File: config.mk
export PLATFORM = sky130hd
export DESIGN_NAME = rpp_ctrl
export DESIGN_NICKNAME = d
export VERILOG_FILES = /design/src/rpp_pkg.sv /design/src/rpp_ctrl.sv
export SDC_FILE = /design/constraint.sdc
export NUM_CORES = 1
export LEC_CHECK = 0
export ABC_AREA = 1
export BUFFER_PORTS_ARGS = -buffer_cell sky130_fd_sc_hd__buf_2
export CORE_AREA = 3 3 40 42
export DETAILED_ROUTE_END_ITERATION = 10
export DIE_AREA = 0 0 43 45
export PLACE_DENSITY = 0.67
export SYNTH_ARGS = -nofsm -noshare
export SYNTH_HDL_FRONTEND = slang
export SYNTH_SLANG_ARGS = --single-unit
File: constraint.sdc
create_clock -name clk -period 1.3 [get_ports clk]
set_input_delay 0.26 -clock clk [delete_from_list [all_inputs] [get_ports clk]]
set_output_delay 0.26 -clock clk [all_outputs]
set_load 0.05 [all_outputs]
File: src/rpp_pkg.sv
// ----------------------------------------------------------------------------
// rpp_pkg
// Shared constants and controller/datapath interface types for the
// rectilinear path position block.
// ----------------------------------------------------------------------------
package rpp_pkg;

    localparam int COORD_BITS       = 16;
    localparam int LEN_BITS         = 28;
    localparam int TIME_BITS        = 31;
    localparam int IDX_BITS         = 10;
    localparam int CNT_BITS         = 11;
    localparam int STEP_BITS        = $clog2(TIME_BITS);
    localparam int DEF_MAX_VERTICES = 1024;

    localparam logic [CNT_BITS-1:0] CNT_RESET = CNT_BITS'(4);

    localparam logic ACT_LOAD   = 1'b0;
    localparam logic ACT_QUERY  = 1'b1;
    localparam logic STATUS_OK  = 1'b0;
    localparam logic STATUS_ERR = 1'b1;

    // Commands from the controller to the datapath.
    typedef struct packed {
        logic capture;
        logic ld_read;
        logic ld_write;
        logic ld_close;
        logic div_init;
        logic div_step;
        logic srch_init;
        logic srch_read;
        logic srch_update;
        logic rd_lo;
        logic rd_nx;
        logic pos_x;
        logic pos_y;
        logic out_load;
        logic out_err;
    } rpp_cmd_t;

    // Status from the datapath to the controller.
    typedef struct packed {
        logic is_query;
        logic ld_valid;
        logic ld_last;
        logic q_err;
        logic div_last;
        logic srch_done;
    } rpp_stat_t;

endpackage

File: src/rpp_ctrl.sv
// ----------------------------------------------------------------------------
// rpp_ctrl
// Sequencer for loads and queries; owns the output valid flag.
// ----------------------------------------------------------------------------
module rpp_ctrl
(
    input  logic              clk,
    input  logic              rst_n,
    input  logic              in_valid,
    output logic              in_ready,
    output logic              out_valid,
    input  logic              out_ready,
    input  rpp_pkg::rpp_stat_t stat,
    output rpp_pkg::rpp_cmd_t  cmd
);
    import rpp_pkg::*;

    typedef enum logic [3:0] {
        S_IDLE,
        S_DECODE,
        S_LD_WRITE,
        S_LD_CLOSE,
        S_DIV,
        S_SRCH_CHK,
        S_SRCH_CMP,
        S_RD_NX,
        S_POS_X,
        S_POS_Y,
        S_RESULT
    } state_t;

    state_t state_reg, state_next;
    logic   err_reg, err_next;
    logic   out_valid_reg, out_valid_next;

    always_comb
    begin
        state_next     = state_reg;
        err_next       = err_reg;
        cmd            = '0;
        in_ready       = 1'b0;
        out_valid_next = out_valid_reg & ~out_ready;

        unique case (state_reg)
            S_IDLE:
            begin
                in_ready = 1'b1;
                if (in_valid)
                begin
                    cmd.capture = 1'b1;
                    state_next  = S_DECODE;
                end
            end
            S_DECODE:
            begin
                if (stat.is_query)
                begin
                    err_next = stat.q_err;
                    if (stat.q_err)
                    begin
                        state_next = S_RESULT;
                    end
                    else
                    begin
                        cmd.div_init  = 1'b1;
                        cmd.srch_init = 1'b1;
                        state_next    = S_DIV;
                    end
                end
                else if (stat.ld_valid)
                begin
                    cmd.ld_read = 1'b1;
                    state_next  = S_LD_WRITE;
                end
                else
                begin
                    state_next = S_IDLE;
                end
            end
            S_LD_WRITE:
            begin
                cmd.ld_write = 1'b1;
                state_next   = stat.ld_last ? S_LD_CLOSE : S_IDLE;
            end
            S_LD_CLOSE:
            begin
                cmd.ld_close = 1'b1;
                state_next   = S_IDLE;
            end
            S_DIV:
            begin
                cmd.div_step = 1'b1;
                if (stat.div_last)
                begin
                    state_next = S_SRCH_CHK;
                end
            end
            S_SRCH_CHK:
            begin
                if (stat.srch_done)
                begin
                    cmd.rd_lo  = 1'b1;
                    state_next = S_RD_NX;
                end
                else
                begin
                    cmd.srch_read = 1'b1;
                    state_next    = S_SRCH_CMP;
                end
            end
            S_SRCH_CMP:
            begin
                cmd.srch_update = 1'b1;
                state_next      = S_SRCH_CHK;
            end
            S_RD_NX:
            begin
                cmd.rd_nx  = 1'b1;
                state_next = S_POS_X;
            end
            S_POS_X:
            begin
                cmd.pos_x  = 1'b1;
                state_next = S_POS_Y;
            end
            S_POS_Y:
            begin
                cmd.pos_y  = 1'b1;
                state_next = S_RESULT;
            end
            S_RESULT:
            begin
                if (!out_valid_reg || out_ready)
                begin
                    cmd.out_load   = 1'b1;
                    cmd.out_err    = err_reg;
                    out_valid_next = 1'b1;
                    state_next     = S_IDLE;
                end
            end
            default:
            begin
                state_next = S_IDLE;
            end
        endcase
    end

    always_ff @(posedge clk or negedge rst_n)
    begin
        if (!rst_n)
        begin
            state_reg     <= S_IDLE;
            err_reg       <= 1'b0;
            out_valid_reg <= 1'b0;
        end
        else
        begin
            state_reg     <= state_next;
            err_reg       <= err_next;
            out_valid_reg <= out_valid_next;
        end
    end

    assign out_valid = out_valid_reg;

endmodule

==> out/qor.txt, run 1 <==
GRT Overall Usage -> 0.193
Post-DRT Antenna Nets -> 0
TritonCTS buffer count -> 3
pin count of the biggest net entering global routing -> 7
Final Hold Fails -> 0
root buffer cell -> clkbuf_4
share of layout cells above drive strength 1 -> 0.659
via/cell ratio -> 4.64
clock tree buffer depth -> 2
Core Box Area -> 1280 um2
Worst slew margin -> 0.829
post-route minimum period -> 1.61 ns
Diodes inserted -> 0
CP required -> 1.04 ns
hpwl dp -> 1230 um
H-tree levels -> 1
Chip Height -> 45 um
Seq/Total Area, Yosys -> 0.313
failing checks -> negative setup slack
fin nets -> 137
instance count of the mapped netlist -> 78
input/output buffers -> 26
WS Path Type -> reg -> out
filler cell count -> 88
HP Class -> in -> reg
dominant cells by area after synthesis -> dfrtp_1 (31%), inv_1 (14%), nand2_1 (14%), nor2_1 (9.4%), nor2_4 (7.0%)
status -> finished, violations left
PwrDens -> 2090 nW/um2
DR WL/cell -> 11.4 um
clock-pin slew on the worst setup and hold paths -> 0.05 ns
Final WS setup -> -0.306 ns
post-place setup slack -> -0.149 ns
vias -> 654
Peak VDD IR -> 1.21 mV
vias in the first global route -> 690
DRT Wirelength -> 1610 um
DR DRC count -> 0
initial DRC count -> 7
max-cap violations -> 0
synthesized flop and latch total -> 6
Starting Density -> 0.374
area leader, netlist -> dfrtp_1
die area -> 1940 um2
Synth top area share -> 0.313
die width -> 43 um
number of cell rows -> 13
grt ovf -> 0
initial antenna violation count -> 0
Distinct cells, synth -> 14
Fmax -> 623 MHz
Placer Congestion -> 0.785
Multi-input gate area -> 373 um2
first-pass GRT wire length -> 2730 um
Mapped Avg Cell Area -> 6.16 um2
final slew viol count -> 0
clock sink total -> 6
area grow syn2layout -> 119%
Worst Path Arrival -> 1.35 ns
Crit. End Element -> primary output
critical-path maximum fanout -> 3
max reg flops -> 4
period utilisation layout -> 1.24
Seq. cell area -> 154 um2
drt pass-1 iters -> 4
latest clock arrival within the worst-skew pair -> 0.25 ns
most frequent cells in the layout -> buf_4 (17), nand2_1 (13), buf_6 (13), inv_1 (12), nor2_4 (12)
synth warn -> 0
RSZ-0062 raised after global routing -> true
commonest non-fill, non-tap cell in the layout -> buf_4
CTS tree -> yes
CP startpoint kind -> flip-flop
Slew @ Worst Pin -> 0.257 ns
Mapped Nets -> 88
final total power -> 2.20 mW
IO Pins -> 27
Clock Skew -> 0.00250 ns
# setup viols final -> 16
Leak -> 0.575 nW
synthesized area -> 480 um2
post-route setup TNS -> -3.88 ns
-- critical path, cell delays in order, from the launching register on --
cell,delay [ns]
dfrtp_2,0.43
nor2_4,0.20
nand2_4,0.10
inv_4,0.07
nand2_4,0.05
clkinvlp_4,0.10
buf_8,0.15
-- final cells by class --
cell class,count,share of cell area
clock buffers,4,0.0249
inverters,21,0.0831
multi-input cells,50,0.354
flip-flops and latches,6,0.146
well taps,15,0.0178
repair buffers,45,0.374
-- per-layer routing --
layer,vias to the layer above,share of wire,global-route usage
li1,328,-,-
met5,-,0,0
met1,295,0.33,0.191
met2,26,0.59,0.401
met4,0,0.026,0.0904
met3,5,0.053,0.0159
-- synthesized netlist by cell type --
library cell  number
nand2_4            1
nor2_2             2
nand3_1            4
nand4_1            2
nand2_2            1
nor2_1            12
dfrtp_1            6
o21ai_0            4
nand2_1           18
inv_1             18
buf_4              1
nor3_1             3
nor2_4             3
inv_2              3
-- path summary, 6_finish.rpt --
path / from / to / slack [ns] / cells after the start
min: out_ready / out_valid / 0.24 / 2
max reg2reg: state_reg[3] / state_reg[0] / 0.01 / 8
min reg2reg: err_reg / err_reg / 0.57 / 2
min in group asynchronous: rst_n / err_reg / 0.36 / 2
max in group asynchronous: rst_n / state_reg[1] / 0.79 / 2
max: state_reg[1] / cmd[8] / -0.31 / 6
-- cell families after synthesis --
logic type	after synthesis	share of synthesized area
DFF	6	0.312
buffers and inverters	22	0.180
AOI/OAI and AO/OA	4	0.0417
and+or+nand+nor	46	0.466
-- what timing repair did --
action / CTS / global route
buffers inserted: 4 / 1
hold buffers: 1 / 0
endpoints found under the hold margin: 6 / 0
gates resized for setup: 44 / 8
pin swaps: 2 / 1
setup endpoints to repair: 17 / 18
-- power by group --
part | switching, mW | internal, mW
logic | 1.01 | 0.672
clock network | 0.0766 | 0.117
registers | 0.0603 | 0.259
-- through the flow --
stage	std cells	utilization	cell area (um2)	hold WS, ns
2_1_floorplan	78	-	597	-0.0356
3_3_place_gp	131	0.645	828	0.0830
3_5_place_dp	131	0.645	828	0.0892
4_1_cts	140	0.798	1030	0.242
5_1_grt	141	0.820	1050	0.260
6_report	141	0.820	1050	0.238
Power figures use the tool's default switching activity.
==> run 2, diff against run 1 <==
- CORE_AREA: 3 3 40 42 -> default
- CORE_MARGIN: default -> 3
- CORE_UTILIZATION: default -> 37
- DIE_AREA: 0 0 43 45 -> default
- PLACE_DENSITY: 0.67 -> 0.69
==> run 2 against run 1 <==
- the run now fails in 5_1_grt
- area after synthesis stayed put
- synthesized cell count stayed put
==> out/qor.txt, run 2 <==
Mapped Avg Cell Area -> 6.16 um2 (unchanged)
Distinct cells, synth -> 14 (unchanged)
area leader, netlist -> dfrtp_1 (unchanged)
Synth async-reset ratio -> 1.00 (unchanged)
instance count of the mapped netlist -> 78 (unchanged)
Post-synth EDFFs -> 0 (unchanged)
post-place setup slack -> -0.151 ns (was -0.149 ns)
TritonCTS buffer count -> 3 (unchanged)
Chip Height -> 42.0 um (was 45 um)
input/output buffers -> 26 (unchanged)
stage where the run ended -> 5_1_grt
number of cell rows -> 12 (was 13)
clock sink total -> 6 (unchanged)
Placement Cell Area -> 850 um2 (was 828 um2)
pin count of the biggest net entering global routing -> 7
Synth top area share -> 0.313 (unchanged)
dominant cells by area after synthesis -> dfrtp_1 (31%), inv_1 (14%), nand2_1 (14%), nor2_1 (9.4%), nor2_4 (7.0%) (unchanged)
root buffer cell -> clkbuf_4 (unchanged)
die width -> 42.0 um (was 43 um)
Worst End Pin Type -> top-level output
hpwl dp -> 1230 um (about the same)
synth warn -> 0 (unchanged)
stop err -> [ERROR DPL-0038] Utilization greater than 100%, impossible to legalize
clock tree buffer depth -> 2 (unchanged)
synthesized flop and latch total -> 6 (unchanged)
Starting Density -> 0.416 (was 0.374)
post-GRT worst EP -> cmd[10]
Seq/Total Area, Yosys -> 0.313 (unchanged)
commonest cells in the synthesized netlist -> inv_1 (18), nand2_1 (18), nor2_1 (12), dfrtp_1 (6) (unchanged)
Placer Congestion -> 0.829 (was 0.785)
Mapped Nets -> 88 (unchanged)
H-tree levels -> 1 (unchanged)
synthesized area -> 480 um2 (unchanged)
status -> did not finish (was finished, violations left)
IO Pins -> 27 (unchanged)
Top FF cell, synth -> dfrtp_1 (unchanged)
run 2: cell counts after synthesis:
Identical to the previous run, type by type.
run 2: logic make-up after synthesis:
| logic type | synth area share |
|---|---|
| buffers and inverters | 0.180 |
| AOI/OAI and AO/OA | 0.0417 |
| and+or+nand+nor | 0.466 |
| DFF | 0.312 |
run 2: repair_timing:
item	CTS
hold buffers	1
endpoints found under the hold margin	6
buffers inserted	7
endpoints found under the setup margin	16
gates resized for setup	49
pin swaps	3
run 2: metrics by stage:
stage / std cells / util / hold slack (ns) / setup TNS [ns]
global placement: 133 / 0.735 / 0.0874 / -0.917
CTS: 145 / 0.940 / 0.224 / -3.94
floorplan: 78 / - / -0.0356 / -0.923
detailed placement: 133 / 0.735 / 0.0890 / -1.24
==> run 3, diff against run 2 <==
- CORE_AREA: default -> 3 3 64 66
- CORE_MARGIN: 3 -> default
- CORE_UTILIZATION: 37 -> default
- DIE_AREA: default -> 0 0 67 69
- PLACE_DENSITY: 0.69 -> default
- PLACE_DENSITY_LB_ADDON: default -> 0.15
==> run 3 against run 2 <==
- the flow now finishes, with violations (negative setup slack)
==> out/qor.txt, run 3 (synthesized netlist as in run 1, its figures left out) <==
critical path's largest stage delay -> 0.45 ns
die area -> 4620 um2
fin nets -> 143
Worst slew margin -> 0.781
CP required -> 1.04 ns
commonest non-fill, non-tap cell in the layout -> buf_4
failing checks -> negative setup slack
area grow syn2layout -> 152%
DR DRC count -> 0
# setup viols final -> 18
first-pass GRT wire length -> 2860 um
most frequent cells in the layout -> buf_4 (19), buf_6 (16), inv_1 (12), nand2_1 (12), nor2_4 (12)
Final WS setup -> -0.272 ns
DR WL/cell -> 9.36 um
Final Hold Fails -> 0
input/output buffers -> 26 (unchanged)
initial DRC count -> 10
final slew viol count -> 0
CP startpoint kind -> flip-flop
max-cap violations -> 0
Clock Skew -> 0.00174 ns
number of cell rows -> 22 (was 12)
Placed Instances -> 166 (was 133)
clock sink total -> 6 (unchanged)
max reg flops -> 4
Finished Layout Cells -> 180
Core Box Area -> 3630 um2
Slew @ Worst Pin -> 0.328 ns
Final Util -> 0.334
Starting Density -> 0.132 (was 0.416)
vias -> 651
die width -> 67 um (was 42.0 um)
Hold WS -> 0.251 ns
share of layout cells above drive strength 1 -> 0.689
CTS tree -> yes
Crit. End Element -> primary output
period utilisation layout -> 1.21
hpwl dp -> 1340 um (was 1230 um)
Peak VDD IR -> 0.537 mV
TritonCTS buffer count -> 3 (unchanged)
vias in the first global route -> 678
Post-DRT Antenna Nets -> 0
final total power -> 2.53 mW
clock tree buffer depth -> 2 (unchanged)
DRT Wirelength -> 1680 um
pin count of the biggest net entering global routing -> 7
Cell Chain, Critical Path -> nor2_4 -> nand2_8 -> inv_4 -> nand2_4 -> clkinvlp_4 -> buf_8
initial antenna violation count -> 0
status -> finished, violations left (was did not finish)
grt ovf -> 0
PwrDens -> 2090 nW/um2
GRT Overall Usage -> 0.0810
latest clock arrival within the worst-skew pair -> 0.22 ns
RSZ-0062 raised after global routing -> true
via/cell ratio -> 3.62
WS Path Type -> reg -> out
post-route setup TNS -> -3.44 ns
Diodes inserted -> 0
Chip Height -> 69 um (was 42.0 um)
Fmax -> 636 MHz
Leak -> 0.613 nW
clock-pin slew on the worst setup and hold paths -> 0.04 ns
HP Class -> in -> reg
root buffer cell -> clkbuf_8 (was clkbuf_4)
H-tree levels -> 1 (unchanged)
critical-path maximum fanout -> 3
IO Pins -> 27 (unchanged)
Worst Path Arrival -> 1.31 ns
drt pass-1 iters -> 3
post-route minimum period -> 1.57 ns
cell at the slowest stage of the critical path -> dfrtp_2
Placer Congestion -> 0.793 (was 0.829)
==> run 3: timing repair <==
item / in CTS / in global routing
resized for setup: 43 / 22
hold buffers: 1 / 0
pin swaps: 1 / 3
hold endpoints to repair: 6 / 0
endpoints found under the setup margin: 17 / 20
setup buffers: 5 / 4
==> run 3: area by class of cell <==
class	instances	area [um2]
Fill cell	409	2420
Timing Repair Buffer	51	458
Multi-Input combinational cell	50	402
Sequential cell	6	153
Inverter	21	95.1
Tap cell	48	60.1
Clock buffer	4	45.0
==> run 3: path summary, 6_finish.rpt <==
kind | startpoint | endpoint | slack [ns] | depth (start not counted)
worst max-delay path | state_reg[1] | cmd[8] | -0.27 | 6
worst min-delay path | out_ready | out_valid | 0.25 | 2
worst max register to register | state_reg[0] | state_reg[0] | -0.03 | 8
worst min register to register | err_reg | err_reg | 0.56 | 2
max in group asynchronous | rst_n | state_reg[1] | 0.74 | 2
min in group asynchronous | rst_n | err_reg | 0.39 | 2
==> run 3: report_power, final <==
part | switching, mW | total (mW) | leakage (nW) | internal (mW)
Clock | 0.0869 | 0.298 | 0.0228 | 0.211
Combinational | 1.10 | 1.92 | 0.515 | 0.821
Sequential | 0.0581 | 0.316 | 0.0749 | 0.258
==> run 3: stage by stage <==
stage,setup WS (ns),area (um2)
after floorplan,-0.199,597
after global placement,-0.152,885
after detailed placement,-0.168,885
after CTS,-0.315,1110
after global routing,-0.351,1210
final,-0.272,1210
==> run 3: layer usage <==
metal | track usage | share of wire | up-vias
met5 | 0 | 0 | -
met1 | 0.110 | 0.43 | 284
li1 | - | - | 340
met4 | 0.0541 | 0.029 | 0
met2 | 0.119 | 0.49 | 22
met3 | 0.00651 | 0.049 | 5
==> run 3: worst max-delay path, delay by kind of cell (launching register included) <==
kind	cells	cell delay, ns
buf+inv	3	0.30
flops	1	0.45
simple gates	3	0.33
==> run 4, diff against run 3 <==
- clock period: 1.3 -> 2 ns (I/O delays scaled with it)
==> run 4 against run 3 <==
- the flow now finishes without violations
- wire length is 18% lower
- utilization is 13 points lower
- cell count is 14% lower
- first-iteration DRC count is 80% higher
- sequential power is 35% lower
- sequential share of layout area is 8.0 points higher
- critical path depth is 1 higher
- clock skew is 0.00074 ns lower
- clock-buffer cell count is 1 lower
- sequential cell count stayed put
- critical endpoint unchanged
- largest cell class is now multi-input combinational cells
==> out/qor.txt, run 4 (synthesized netlist as in run 1, its figures left out) <==
met3 WL post-DR -> 91 um (was 82 um)
Crit. End Element -> primary output (unchanged)
status -> finished clean (was finished, violations left)
vias in the first global route -> 475 (was 678)
Final WS setup -> 0.172 ns (was -0.272 ns)
initial DRC count -> 18 (was 10)
post-route setup TNS -> 0 ns (was -3.44 ns)
CP startpoint kind -> flip-flop (unchanged)
clock-pin slew on the worst setup and hold paths -> 0.04 ns (about the same)
DR top layer -> met4 (unchanged)
# setup viols final -> 0 (was 18)
most used cell along the critical path -> inv_1
Final Util -> 0.201 (was 0.334)
H-tree levels -> 1 (unchanged)
critical path's largest stage delay -> 0.41 ns (was 0.45 ns)
Leak -> 0.466 nW (was 0.613 nW)
Chip Height -> 69 um (unchanged)
root buffer cell -> clkbuf_8 (unchanged)
Core Box Area -> 3630 um2 (unchanged)
Fmax -> 547 MHz
DR DRC count -> 0 (unchanged)
post-route minimum period -> 1.83 ns
Worst Path Arrival -> 1.43 ns (was 1.31 ns)
fin nets -> 119 (was 143)
cell at the slowest stage of the critical path -> dfrtp_1 (was dfrtp_2)
hpwl dp -> 1230 um (was 1340 um)
Worst slew margin -> 0.831 (was 0.781)
pin count of the biggest net entering global routing -> 7 (unchanged)
Slew @ Worst Pin -> 0.256 ns (was 0.328 ns)
Cell Chain, Critical Path -> inv_2 -> nor2_4 -> nand2_2 -> inv_1 -> nand2_1 -> inv_1 -> buf_2 (was nor2_4 -> nand2_8 -> inv_4 -> nand2_4 -> clkinvlp_4 -> buf_8)
clock sink total -> 6 (unchanged)
max reg flops -> 4 (unchanged)
final total power -> 1.02 mW (was 2.53 mW)
input/output buffers -> 26 (unchanged)
Starting Density -> 0.132 (unchanged)
post-place setup slack -> 0.403 ns (was -0.168 ns)
post_cts resized -> 0 (was 43)
critical-path maximum fanout -> 3 (unchanged)
first-pass GRT wire length -> 2190 um (was 2860 um)
die width -> 67 um (unchanged)
CTS tree -> yes (unchanged)
drt pass-1 iters -> 4 (was 3)
grt ovf -> 0 (unchanged)
Placer Congestion -> 0.747 (was 0.793)
most frequent cells in the layout -> buf_2 (26), inv_1 (18), nand2_1 (18), nor2_1 (12), dfrtp_1 (6) (was buf_4 (19), buf_6 (16), inv_1 (12), nand2_1 (12), nor2_4 (12))
TritonCTS buffer count -> 3 (unchanged)
period utilisation layout -> 0.914
Peak VDD IR -> 0.236 mV (was 0.537 mV)
GRT Overall Usage -> 0.0633 (was 0.0810)
max-cap violations -> 0 (unchanged)
Diodes inserted -> 0 (unchanged)
commonest non-fill, non-tap cell in the layout -> buf_2 (was buf_4)
die area -> 4620 um2 (unchanged)
Detail Route met2 WL -> 601 um (was 823 um)
number of cell rows -> 22 (unchanged)
vias -> 546 (was 651)
Final Hold Fails -> 0 (unchanged)
latest clock arrival within the worst-skew pair -> 0.22 ns (about the same)
final slew viol count -> 0 (unchanged)
DRT Wirelength -> 1380 um (was 1680 um)
area grow syn2layout -> 51.8% (was 152%)
Met1 Wirelength -> 646 um (was 730 um)
DR WL/cell -> 8.91 um (was 9.36 um)
Setup Buffers After CTS -> 0 (was 5)
RSZ-0062 raised after global routing -> false (was true)
Clock Skew -> 0.00100 ns (was 0.00174 ns)
initial antenna violation count -> 0 (unchanged)
share of layout cells above drive strength 1 -> 0.393 (was 0.689)
CP required -> 1.60 ns (was 1.04 ns)
via/cell ratio -> 3.52 (was 3.62)
PwrDens -> 1390 nW/um2 (was 2090 nW/um2)
WS Path Type -> reg -> out (unchanged)
clock tree buffer depth -> 2 (unchanged)
HP Class -> in -> reg (unchanged)
IO Pins -> 27 (unchanged)
Post-DRT Antenna Nets -> 0 (unchanged)
## run 4: repair_timing
item,in CTS,in global routing
endpoints found under the hold margin,3,0
hold buffers,1,0
setup endpoints to repair,0,0
## run 4: cell type report
| type | instances | area [um2] |
|---|---|---|
| Clock buffer | 3 | 41.3 |
| Fill cell | 422 | 2900 |
| Inverter | 21 | 78.8 |
| Multi-Input combinational cell | 50 | 259 |
| Sequential cell | 6 | 150 |
| Tap cell | 48 | 60.1 |
| Timing Repair Buffer | 27 | 140 |
## run 4: critical path: cells and delay by family, from the launching register on
kind / cells / cell delay (ns)
buffers and inverters: 4 / 0.48
DFF: 1 / 0.41
and+or+nand+nor: 3 / 0.30
## run 4: final timing paths
path	end	slack [ns]	startpoint	depth (start not counted)
setup reg to reg	state_reg[0]	0.88	state_reg[3]	6
hold reg to reg	err_reg	0.54	err_reg	2
hold / removal	out_valid	0.37	out_ready	2
max in group asynchronous	state_reg[3]	1.31	rst_n	2
min in group asynchronous	state_reg[2]	0.54	rst_n	2
setup / recovery	cmd[8]	0.17	state_reg[0]	7
## run 4: metrics by stage
| stage | hold WS (ns) | cell area [um2] | instances |
|---|---|---|---|
| CTS | 0.369 | 729 | 155 |
| global route | 0.390 | 729 | 155 |
| floorplan | 0.104 | 495 | 78 |
| finish | 0.369 | 729 | 155 |
| detailed placement | 0.237 | 678 | 151 |
| global placement | 0.238 | 678 | 151 |
## run 4: where the power goes
part / total (mW) / internal (mW) / leakage [nW] / switching [mW]
clock: 0.182 / 0.129 / 0.0216 / 0.0522
sequential: 0.205 / 0.166 / 0.0780 / 0.0392
combinational: 0.629 / 0.149 / 0.367 / 0.479
total: 1.02 / 0.445 / 0.466 / 0.571
## run 4: routing by layer
layer | track usage | up-vias
li1 | - | 290
met1 | 0.0842 | 230
met2 | 0.0873 | 22
met3 | 0.00814 | 4
met4 | 0.0541 | 0
met5 | 0 | -
